==> src/cdist_pkg.sv <==
// Package for the cosine distance accumulator.
// Holds shared widths, constants and the controller/datapath command and status types.
// No dependencies.
package cdist_pkg;

  // Element width used when the top level is not overridden.
  localparam int ELEM_BITS_DEF = 16;

  // Accumulator and result widths.
  localparam int ACC_W  = 48;
  localparam int DIST_W = 16;

  // Operand and result widths of the wide multiplier.
  localparam int LIMB_W  = 32;
  localparam int WMUL_AW = 96;
  localparam int WMUL_BW = 64;
  localparam int WMUL_RW = 128;

  // Saturation bounds and fixed results.
  localparam logic signed [ACC_W-1:0] DOT_MAX  = {1'b0, {(ACC_W-1){1'b1}}};
  localparam logic signed [ACC_W-1:0] DOT_MIN  = {1'b1, {(ACC_W-1){1'b0}}};
  localparam logic [ACC_W-1:0]        NORM_MAX = {ACC_W{1'b1}};
  localparam logic [DIST_W-1:0]       DIST_MAX = 16'h8000;
  localparam logic [DIST_W-1:0]       DIST_MIN = 16'h0000;

  // Operand selection for the wide multiplier.
  typedef enum logic [1:0] {
    MSEL_XSQ,
    MSEL_PROD,
    MSEL_RHS
  } mul_sel_t;

  // Commands from the controller to the datapath.
  typedef struct packed {
    logic     acc_en;
    logic     mul_start;
    mul_sel_t mul_sel;
    logic     cap_xsq;
    logic     cap_prod;
    logic     search_init;
    logic     mid_calc;
    logic     msq_calc;
    logic     test_apply;
    logic     out_load;
  } cmd_t;

  // Status from the datapath to the controller.
  typedef struct packed {
    logic zero_norm;
    logic mul_done;
    logic search_done;
    logic out_free;
  } sts_t;

endpackage

==> src/cdist_ctrl.sv <==
// Controller: sequences accumulation, the two setup multiplies and the distance search.
// Depends on cdist_pkg.
module cdist_ctrl (
  input  logic            clk,
  input  logic            rst_n,
  input  logic            in_valid,
  input  logic            in_last_elem,
  output logic            in_stall,
  input  cdist_pkg::sts_t sts,
  output cdist_pkg::cmd_t cmd
);

  typedef enum logic [3:0] {
    S_ACC,
    S_PREP,
    S_XSQW,
    S_PROD,
    S_PRODW,
    S_MID,
    S_MSQ,
    S_RHS,
    S_RHSW,
    S_TEST,
    S_DONE
  } state_t;

  state_t state_r;
  state_t state_nxt;

  // Next state
  always_comb begin
    state_nxt = state_r;
    case (state_r)
      S_ACC:   if (in_valid && in_last_elem) state_nxt = S_PREP;
      S_PREP:  state_nxt = sts.zero_norm ? S_DONE : S_XSQW;
      S_XSQW:  if (sts.mul_done) state_nxt = S_PROD;
      S_PROD:  state_nxt = S_PRODW;
      S_PRODW: if (sts.mul_done) state_nxt = S_MID;
      S_MID:   state_nxt = sts.search_done ? S_DONE : S_MSQ;
      S_MSQ:   state_nxt = S_RHS;
      S_RHS:   state_nxt = S_RHSW;
      S_RHSW:  if (sts.mul_done) state_nxt = S_TEST;
      S_TEST:  state_nxt = S_MID;
      S_DONE:  if (sts.out_free) state_nxt = S_ACC;
      default: state_nxt = S_ACC;
    endcase
  end

  always_ff @(posedge clk) begin
    if (!rst_n) begin
      state_r <= S_ACC;
    end else begin
      state_r <= state_nxt;
    end
  end

  // Decode commands from the state
  always_comb begin
    cmd = '0;
    cmd.mul_sel = cdist_pkg::MSEL_XSQ;
    case (state_r)
      S_ACC:   cmd.acc_en = in_valid;
      S_PREP: begin
        cmd.mul_start   = !sts.zero_norm;
        cmd.search_init = 1'b1;
      end
      S_XSQW:  cmd.cap_xsq = sts.mul_done;
      S_PROD: begin
        cmd.mul_start = 1'b1;
        cmd.mul_sel   = cdist_pkg::MSEL_PROD;
      end
      S_PRODW: cmd.cap_prod = sts.mul_done;
      S_MID:   cmd.mid_calc = !sts.search_done;
      S_MSQ:   cmd.msq_calc = 1'b1;
      S_RHS: begin
        cmd.mul_start = 1'b1;
        cmd.mul_sel   = cdist_pkg::MSEL_RHS;
      end
      S_RHSW:  cmd.mul_sel = cdist_pkg::MSEL_RHS;
      S_TEST:  cmd.test_apply = 1'b1;
      S_DONE:  cmd.out_load = sts.out_free;
      default: cmd = '0;
    endcase
  end

  assign in_stall = (state_r != S_ACC);

endmodule

==> config.mk <==
export PLATFORM = sky130hd
export DESIGN_NAME = cdist_ctrl
export DESIGN_NICKNAME = d
export VERILOG_FILES = /design/src/cdist_pkg.sv /design/src/cdist_ctrl.sv
export SDC_FILE = /design/constraint.sdc
export NUM_CORES = 1
export LEC_CHECK = 0
export ABC_AREA = 1
export ABC_CLOCK_PERIOD_IN_PS = 1000
export BUFFER_PORTS_ARGS = -buffer_cell sky130_fd_sc_hd__buf_4
export CAP_MARGIN = 20
export CORE_AREA = 5 5 42 44
export CTS_CLUSTER_DIAMETER = 80
export DETAILED_ROUTE_END_ITERATION = 12
export DIE_AREA = 0 0 47 49
export SYNTH_ARGS = -nofsm -noshare
export SYNTH_HDL_FRONTEND = slang
export SYNTH_SLANG_ARGS = --single-unit
==> constraint.sdc <==
create_clock -name clk -period 1 [get_ports clk]
set_input_delay 0.15 -clock clk [delete_from_list [all_inputs] [get_ports clk]]
set_output_delay 0.15 -clock clk [all_outputs]
set_load 0.01 [all_outputs]
==> flow_metrics.env, run 1 <==
export IMPL_avgSynthCellArea_um2=5.33
export IMPL_dr_first_iter_drc_count=9
export IMPL_hold_buffers=0
export IMPL_hold_path_class="primary input to register"
export IMPL_htreeDepth=1
export IMPL_crit_top_cell="nor2_4"
export IMPL_fill_cells=141
export IMPL_top_usage_layer="met2"
export IMPL_use_met2_pct=21.0
export IMPL_seqPwrFrac_pct=16.6
export IMPL_grt_pass1_vias=554
export IMPL_route_antenna_remaining_nets=0
export IMPL_swShare_pct=47.6
export IMPL_fin_crit_sh_pct=135
export IMPL_drt_vias_per_instance=4.75
export IMPL_setup_violations=16
export IMPL_die_area_um2=2300
export IMPL_io_buffers=19
export IMPL_start_kind="register"
export IMPL_start_util_pct=26.3
export IMPL_grt_met3_usage_pct=4.06
export IMPL_finClkSkew_ns=0.00169
export IMPL_power_density_nw_per_um2=3240
export IMPL_clock_root_buffer="clkbuf_4"
export IMPL_clk_latency_ns=0.23
export IMPL_antenna_found_initial=0
export IMPL_cts_sinks=4
export IMPL_wire_per_inst_um=10.8
export IMPL_hold_viol=0
export IMPL_critPathCaptureType="primary output"
export IMPL_crit_family="flip-flops"
export IMPL_row_count=14
export IMPL_largest_reg_flops=4
export IMPL_clockBufferDepth=2
export IMPL_slowest_stage="dfxtp_4"
export IMPL_clkPwrFrac_pct=7.4
export IMPL_startpoint="state_r[2]"
export IMPL_synthMostInstantiatedCell="nand2_1"
export IMPL_max_freq_ghz=0.743
export IMPL_cts_tree="built"
export IMPL_worst_slack_ns=-0.345
export IMPL_worst_pin_slew_ns=0.236
export IMPL_r2r_start="state_r[0]"
export IMPL_maxCapViolCount=0
export IMPL_firstDrtPassIters=4
export IMPL_multiInputGateArea_um2=350
export IMPL_ff2ff_setup_slack_ns=-0.25
export IMPL_peakVddDrop_mv=1.35
export IMPL_core_area_um2=1400
export IMPL_ys_seq_area_share_pct=21.8
export IMPL_worstSetupPathType="register to primary output"
export IMPL_period_needed_ns=1.35
export IMPL_synthArstFlopShare_pct=0
export IMPL_drc_errors=0
export IMPL_rsz0062_at_grt="true"
export IMPL_cp_slowest_stage_delay_ns=0.36
export IMPL_synth_fp_nets=77
export IMPL_met1_usage_pct=13.8
export IMPL_p_leak_nw=0.414
export IMPL_relSlewSlack_pct=84.1
export IMPL_layout_drive_gt1_share_pct=67.6
export IMPL_numCtsBuffers=3
export IMPL_registers_top_by_ff_count="state_r"
export IMPL_clk_pin_slew_ns=0.04
export IMPL_holdWs_ns=0.160
export IMPL_cp_max_fo=5
export IMPL_io_pins=20
export IMPL_routed_wl_mm=1.31
export IMPL_yosys_area_top_type_share_pct=21.8
export IMPL_synthesis_area_um2=368
export IMPL_place_gp_congestion=0.846
export IMPL_synthTopCellsByCount="18 x nand2_1, 16 x nor2_1, 9 x inv_1"
export IMPL_largestRegisters="state_r x4"
export IMPL_fp_dieH_um=49
export IMPL_hp_start="rst_n"
export IMPL_cp_num_buf_inv=2
export IMPL_p_total_mw=2.62
export IMPL_grtUsageTotal_pct=12.3
export IMPL_cp_cell_sequence="nor2_4 -> inv_2 -> nor2_4 -> nor2_2 -> o31ai_2 -> buf_4"
export IMPL_synth_area_leaders="dfxtp_1 22%, nand2_1 18%, nor2_1 16%"
export IMPL_comb_power_share_pct=76.0
export IMPL_synthDistinctLibCells=15
export IMPL_switchingPower_mw=1.25
export IMPL_vias=575
export IMPL_grt_max_degree=7
export IMPL_required_ns=0.85
export IMPL_worst_endpoint_arrival_ns=1.20
export IMPL_synth_warnings=0
export IMPL_violations="setup timing"
export IMPL_synth_edf_count=0
export IMPL_grt_remaining_overflow=0
export IMPL_drv_slew=0
export IMPL_diodes=0
export IMPL_yosys_area_top_type="dfxtp_1"
export IMPL_register_area_um2=95.1
export IMPL_synthFlopType="dfxtp_1"
export IMPL_grt_pass1_wl_mm=2.18
export IMPL_status="finished with violations"
export IMPL_layout_nets=115
export IMPL_ys_ff_latch=4
export IMPL_intPower_mw=1.38
export IMPL_area_growth_pct=120
export IMPL_fp_dieW_um=47
export IMPL_synth_cells=69
export IMPL_dp_hpwl_um=959
layout by cell type, fill, tap and decap left out, types with 2 or more instances in the layout:
cell      Yosys  routed
nand3_1       5       5
nand2_1      18      11
nor2_1       16       7
nor2_4        0       8
inv_2         2       3
nor2_2        3       4
buf_4         0      28
a21oi_2       0       2
dfxtp_4       0       4
clkbuf_4      0       3
inv_1         9       7
buf_6         1       6
nand2_2       2       8
worst paths after layout:
kind                            depth (start not counted)    endpoint
worst max-delay path                                    6      cmd[9]
worst min-delay path                                    3  state_r[1]
worst max register to register                         10  state_r[3]
worst min register to register                          2  state_r[1]
repair_timing:
action                                  in CTS  in global routing
pin swaps                                    6                  5
gates resized for setup                     28                  8
hold endpoints to repair                     0                  0
setup buffers                                5                  0
endpoints found under the setup margin      16                 16
worst min-delay path, stage by stage:
cell and delay [ns]:
buf_4 0.12, nand2_1 0.05, nor2_1 0.03
stage by stage:
stage	cell area (um2)	TNS (ns)	instances	utilization, %	setup WS (ns)
global route	810	-5.25	121	57.8	-0.404
finish	810	-4.18	121	57.8	-0.345
floorplan	404	-0.177	69	-	-0.0466
detailed placement	631	-1.48	113	45.0	-0.200
CTS	777	-4.13	121	55.4	-0.356
global placement	631	-1.50	113	45.0	-0.210
cell type report:
type / count / area share [%]
tap: 16 / 2.47
clock buffer: 3 / 2.78
inverter: 11 / 5.41
timing repair buffer: 34 / 34.3
multi-input combinational: 53 / 43.3
sequential: 4 / 11.7
power groups by stage:
stage / clock network, mW / logic (mW) / registers (mW)
finish: 0.193 / 1.99 / 0.436
global route: 0.209 / 2.21 / 0.446
CTS: 0.202 / 1.92 / 0.423
detailed placement: 0 / 1.50 / 0.375
global placement: 0 / 1.49 / 0.374
floorplan: 0 / 0.955 / 0.331
cell families (layout without fill, tap and decap cells):
kind of cell           Yosys count  in the layout  synth area share, %
and+or+nand+nor                 49             49                 57.8
buffers and inverters           12             48                 14.3
DFF                              4              4                 21.8
AOI/OAI and AO/OA                4              4                 6.12
layer usage:
layer	wire (um)	vias up
li1	-	290
met1	488	264
met2	709	19
met3	100	2
met4	14	0
met5	0	-
No activity file was read; power rests on OpenSTA's default activity.
==> run 2: changes to the inputs <==
Settings changed: ABC_CLOCK_PERIOD_IN_PS 1000 to 1100, REMOVE_ABC_BUFFERS set to 1.
Clock period 1 ns to 1.1 ns, I/O delays scaled along.
==> run 2 against run 1 <==
The run still ends with setup timing left. Clock power shrank 9.8%. Register-to-register slack gained 0.09 ns. Global-route usage shrank 1.1 points. Sequential power shrank 7.3%. Critical path type unchanged.
==> flow_metrics.env, run 2 (synthesis results as in run 1) <==
export IMPL_cp_depth=5
export IMPL_holdWs_ns=0.184
export IMPL_cts_sinks=4
export IMPL_row_count=14
export IMPL_io_pins=20
export IMPL_firstDrtPassIters=4
export IMPL_setup_violations=15
export IMPL_finalSetupTns_ns=-2.45
export IMPL_registers_top_by_ff_count="state_r"
export IMPL_place_gp_congestion=0.839
export IMPL_worst_endpoint_arrival_ns=1.16
export IMPL_vias=542
export IMPL_numCtsBuffers=3
export IMPL_worstSetupPathType="register to primary output"
export IMPL_hold_viol=0
export IMPL_drt_vias_per_instance=4.63
export IMPL_violations="setup timing"
export IMPL_largest_reg_flops=4
export IMPL_dp_hpwl_um=910
export IMPL_status="finished with violations"
export IMPL_drc_errors=0
export IMPL_route_antenna_remaining_nets=0
export IMPL_fill_cells=143
export IMPL_switchingPower_mw=1.04
export IMPL_routed_wl_mm=1.24
export IMPL_clkPwrFrac_pct=8.2
export IMPL_worst_pin_slew_ns=0.256
export IMPL_rsz0062_at_grt="true"
export IMPL_cp_cell_sequence="nand2_2 -> nor2_4 -> nor2_2 -> o31ai_2 -> buf_4"
export IMPL_maxCapViolCount=0
export IMPL_fin_util_pct=51.7
export IMPL_antenna_found_initial=0
export IMPL_final_common_cell="buf_4"
export IMPL_hold_buffers=0
export IMPL_comb_power_share_pct=72.8
export IMPL_cp_num_buf_inv=1
export IMPL_p_leak_nw=0.386
export IMPL_diodes=0
export IMPL_p_total_mw=2.12
export IMPL_worst_slack_ns=-0.225
export IMPL_clk_pin_slew_ns=0.04
export IMPL_fin_crit_sh_pct=120
export IMPL_final_area_um2=724
export IMPL_slowest_stage="dfxtp_4"
export IMPL_power_density_nw_per_um2=2930
export IMPL_layout_drive_gt1_share_pct=58.4
export IMPL_die_area_um2=2300
export IMPL_hold_path_depth=3
export IMPL_crit_family="flip-flops"
export IMPL_htreeDepth=1
export IMPL_dr_first_iter_drc_count=10
export IMPL_placed_area_um2=579
export IMPL_grt_remaining_overflow=0
export IMPL_start_kind="register"
export IMPL_intPower_mw=1.09
export IMPL_critPathCaptureType="primary output"
export IMPL_fp_dieH_um=49
export IMPL_clock_root_buffer="clkbuf_4"
export IMPL_clockBufferDepth=2
export IMPL_finClkSkew_ns=0.00286
export IMPL_cp_max_fo=7
export IMPL_relSlewSlack_pct=82.8
export IMPL_grt_pass1_vias=504
export IMPL_seqPwrFrac_pct=19.0
export IMPL_layout_nets=111
export IMPL_swShare_pct=48.9
export IMPL_io_buffers=19
export IMPL_cts_tree="built"
export IMPL_peakVddDrop_mv=1.37
export IMPL_core_area_um2=1400
export IMPL_clk_latency_ns=0.23
export IMPL_layout_common_cells="29 x buf_4, 14 x nand2_1, 11 x nor2_1"
export IMPL_largestRegisters="state_r x4"
export IMPL_grtUsageTotal_pct=11.2
export IMPL_cp_slowest_stage_delay_ns=0.40
export IMPL_required_ns=0.94
export IMPL_max_freq_ghz=0.755
export IMPL_drv_slew=0
export IMPL_period_needed_ns=1.32
export IMPL_reg2regPathDepth=9
export IMPL_wire_per_inst_um=10.6
export IMPL_start_util_pct=26.3
export IMPL_area_growth_pct=96.9
export IMPL_hold_path_class="primary input to register"
export IMPL_grt_max_degree=8
export IMPL_fp_dieW_um=47
export IMPL_grt_pass1_wl_mm=1.93
## run 2: path summary, 6_finish.rpt
check | startpoint | to | slack, ns
hold reg to reg | state_r[2] | state_r[0] | 0.62
hold / removal | rst_n | state_r[1] | 0.18
setup / recovery | state_r[0] | cmd[9] | -0.22
setup reg to reg | state_r[3] | state_r[3] | -0.16
## run 2: area by class of cell
type / instances / area, um2 / area share [%]
clock buffers: 3 / 22.5 / 3.11
inverters: 11 / 43.8 / 6.04
multi-input cells: 53 / 314 / 43.4
flip-flops and latches: 4 / 95.1 / 13.1
well taps: 16 / 20.0 / 2.76
repair buffers: 30 / 229 / 31.6
## run 2: per-layer routing
layer | part of all wire [%] | global-route usage [%] | vias up
met2 | 53 | 16.1 | 13
met3 | 6.4 | 4.43 | 0
met4 | 0 | 4.15 | 0
met5 | 0 | 0 | -
li1 | - | - | 281
met1 | 41 | 14.7 | 248
## run 2: power groups by stage
stage                     registers [mW]  clock network [mW]  logic (mW)
after floorplan                    0.299                   0       0.723
after global placement             0.312                   0        1.24
after detailed placement           0.315                   0        1.25
after CTS                          0.365               0.184        1.40
after global routing               0.418               0.199        1.68
final                              0.404               0.174        1.55
## run 2: what timing repair did
| item | in CTS | in global routing |
|---|---|---|
| gates resized for setup | 17 | 14 |
| setup buffers | 3 | 0 |
| pin swaps | 4 | 4 |
| setup endpoints to repair | 16 | 16 |
## run 2: through the flow
stage / std cells / worst slack [ns]
CTS: 117 / -0.237
detailed placement: 111 / -0.157
floorplan: 68 / -0.0845
global placement: 111 / -0.153
finish: 117 / -0.225
global route: 117 / -0.295
## run 2: tightest hold or removal path, stage by stage
cell and delay, ns:
buf_4 0.12, nand2_1 0.06, nor2_1 0.03
==> run 3: changes to the inputs <==
Settings changed: CELL_PAD_IN_SITES_DETAIL_PLACEMENT set to 2, CELL_PAD_IN_SITES_GLOBAL_PLACEMENT set to 2, CORE_AREA 5 5 42 44 to unset, CORE_ASPECT_RATIO set to 1.75, CORE_MARGIN set to 5, CORE_UTILIZATION set to 16, DIE_AREA 0 0 47 49 to unset, PLACE_DENSITY_LB_ADDON set to 0.1.
==> run 3 against run 2 <==
The flow still finishes with violations (setup timing). Utilization down 8.9 points. Design area up 32%. Hold slack better by 0.013 ns. First-iteration DRC count down 50%.
==> flow_metrics.env, run 3 (synthesis results as in run 1) <==
export IMPL_crit_top_cell="nor2_4"
export IMPL_hold_end="state_r[3]"
export IMPL_met1_usage_pct=12.6
export IMPL_clock_root_buffer="clkbuf_8"
export IMPL_clockBufferDepth=2
export IMPL_register_area_um2=95.1
export IMPL_cts_tree="built"
export IMPL_setup_violations=16
export IMPL_clk_pin_slew_ns=0.03
export IMPL_largestRegisters="state_r x4"
export IMPL_firstDrtPassIters=2
export IMPL_io_buffers=19
export IMPL_wire_per_inst_um=14.9
export IMPL_period_needed_ns=1.37
export IMPL_grt_max_degree=7
export IMPL_cp_max_fo=5
export IMPL_power_density_nw_per_um2=3380
export IMPL_core_area_um2=2240
export IMPL_intPower_mw=1.74
export IMPL_clkPwrFrac_pct=9.4
export IMPL_fin_crit_sh_pct=125
export IMPL_grt_remaining_overflow=0
export IMPL_cts_sinks=4
export IMPL_hold_viol=0
export IMPL_critPathCaptureType="primary output"
export IMPL_clk_latency_ns=0.22
export IMPL_start_kind="register"
export IMPL_place_gp_congestion=0.793
export IMPL_max_freq_ghz=0.728
export IMPL_grt_pass1_wl_mm=3.25
export IMPL_largest_reg_flops=4
export IMPL_ff2ff_setup_slack_ns=-0.18
export IMPL_hold_buffers=0
export IMPL_violations="setup timing"
export IMPL_vias=604
export IMPL_fin_util_pct=42.8
export IMPL_row_count=23
export IMPL_timing_rr_end="state_r[3]"
export IMPL_grt_pass1_vias=721
export IMPL_finalSetupTns_ns=-2.96
export IMPL_start_util_pct=16.4
export IMPL_holdWs_ns=0.198
export IMPL_worst_slack_ns=-0.274
export IMPL_drv_slew=0
export IMPL_swShare_pct=46.4
export IMPL_comb_power_share_pct=77.3
export IMPL_cp_cell_sequence="nor2_4 -> inv_4 -> nor2_4 -> nor2_2 -> o31ai_2 -> buf_4"
export IMPL_grtUsageTotal_pct=13.5
export IMPL_registers_top_by_ff_count="state_r"
export IMPL_hold_path_class="primary input to register"
export IMPL_htreeDepth=1
export IMPL_worst_endpoint_arrival_ns=1.21
export IMPL_top_usage_layer="met2"
export IMPL_fp_dieH_um=73.4
export IMPL_switchingPower_mw=1.50
export IMPL_hp_start="rst_n"
export IMPL_layout_drive_gt1_share_pct=78.0
export IMPL_dp_hpwl_mm=1.52
export IMPL_routed_wl_mm=1.99
export IMPL_relSlewSlack_pct=83.2
export IMPL_drt_vias_per_instance=4.51
export IMPL_dr_first_iter_drc_count=5
export IMPL_required_ns=0.94
export IMPL_die_area_um2=3400
export IMPL_numCtsBuffers=3
export IMPL_multiInputGateArea_um2=412
export IMPL_p_total_mw=3.24
export IMPL_fill_cells=269
export IMPL_use_met2_pct=27.5
export IMPL_cp_slowest_stage_delay_ns=0.36
export IMPL_seqPwrFrac_pct=13.3
export IMPL_final_common_cell="buf_4"
export IMPL_diodes=0
export IMPL_reg2regPathDepth=9
export IMPL_p_leak_nw=0.471
export IMPL_r2r_start="state_r[0]"
export IMPL_rsz0062_at_grt="true"
export IMPL_antenna_found_initial=0
export IMPL_drc_errors=0
export IMPL_route_antenna_remaining_nets=0
export IMPL_worst_pin_slew_ns=0.252
export IMPL_area_growth_pct=161
export IMPL_worstSetupPathType="register to primary output"
export IMPL_finClkSkew_ns=0.000892
export IMPL_layout_nets=119
export IMPL_fp_dieW_um=46.2
export IMPL_dp_slack_ns=-0.237
export IMPL_slowest_stage="dfxtp_4"
export IMPL_hold_path_depth=3
export IMPL_io_pins=20
export IMPL_status="finished with violations"
export IMPL_layout_common_cells="28 x buf_4, 9 x buf_6, 8 x nand2_2"
export IMPL_peakVddDrop_mv=1.15
export IMPL_maxCapViolCount=0
export IMPL_grt_met3_usage_pct=2.21
run 3: layout make-up:
type,instances,area share [%]
Tap cell,25,3.26
Sequential cell,4,9.91
Inverter,11,5.08
Clock buffer,3,4.30
Multi-Input combinational cell,53,42.9
Timing Repair Buffer,38,34.6
run 3: how the worst max path moves through the flow:
stage / startpoint / to / slack (ns)
2_1_floorplan: state_r[3] / cmd[9] / -0.08
3_3_place_gp: state_r[2] / cmd[9] / -0.21
3_5_place_dp: state_r[1] / state_r[3] / -0.24
4_1_cts: state_r[1] / cmd[9] / -0.24
5_1_grt: state_r[2] / cmd[9] / -0.34
6_report: state_r[2] / cmd[9] / -0.27
run 3: power by group through the flow:
stage                     clock network (mW)  registers, mW  logic, mW
after global placement                     0          0.314       1.48
after detailed placement                   0          0.315       1.53
after floorplan                            0          0.299      0.723
after global routing                   0.327          0.440       2.70
final                                  0.304          0.431       2.50
after CTS                              0.311          0.407       2.39
run 3: through the flow:
step | instances | area, um2
after floorplan | 68 | 357
after global placement | 126 | 636
after detailed placement | 126 | 636
after CTS | 132 | 905
after global routing | 134 | 960
final | 134 | 960
run 3: metal layers:
| layer | wire [um] | vias up | share of wire (%) |
|---|---|---|---|
| met2 | 1280 | 15 | 64 |
| li1 | - | 298 | - |
| met5 | 0 | - | 0 |
| met3 | 78 | 2 | 3.9 |
| met4 | 15 | 0 | 0.75 |
| met1 | 613 | 289 | 31 |
run 3: critical path: cells and delay by family, from the launching register on:
kind | cells | cell delay, ns
buffers and inverters | 2 | 0.22
AO/OA/AOI/OAI | 1 | 0.06
flip-flops | 1 | 0.36
AND/OR/NAND/NOR | 3 | 0.36
run 3: what timing repair did:
action / 4_1_cts / 5_1_grt
gates resized for setup: 53 / 14
setup endpoints to repair: 16 / 16
pin swaps: 10 / 11
setup buffers: 3 / 2
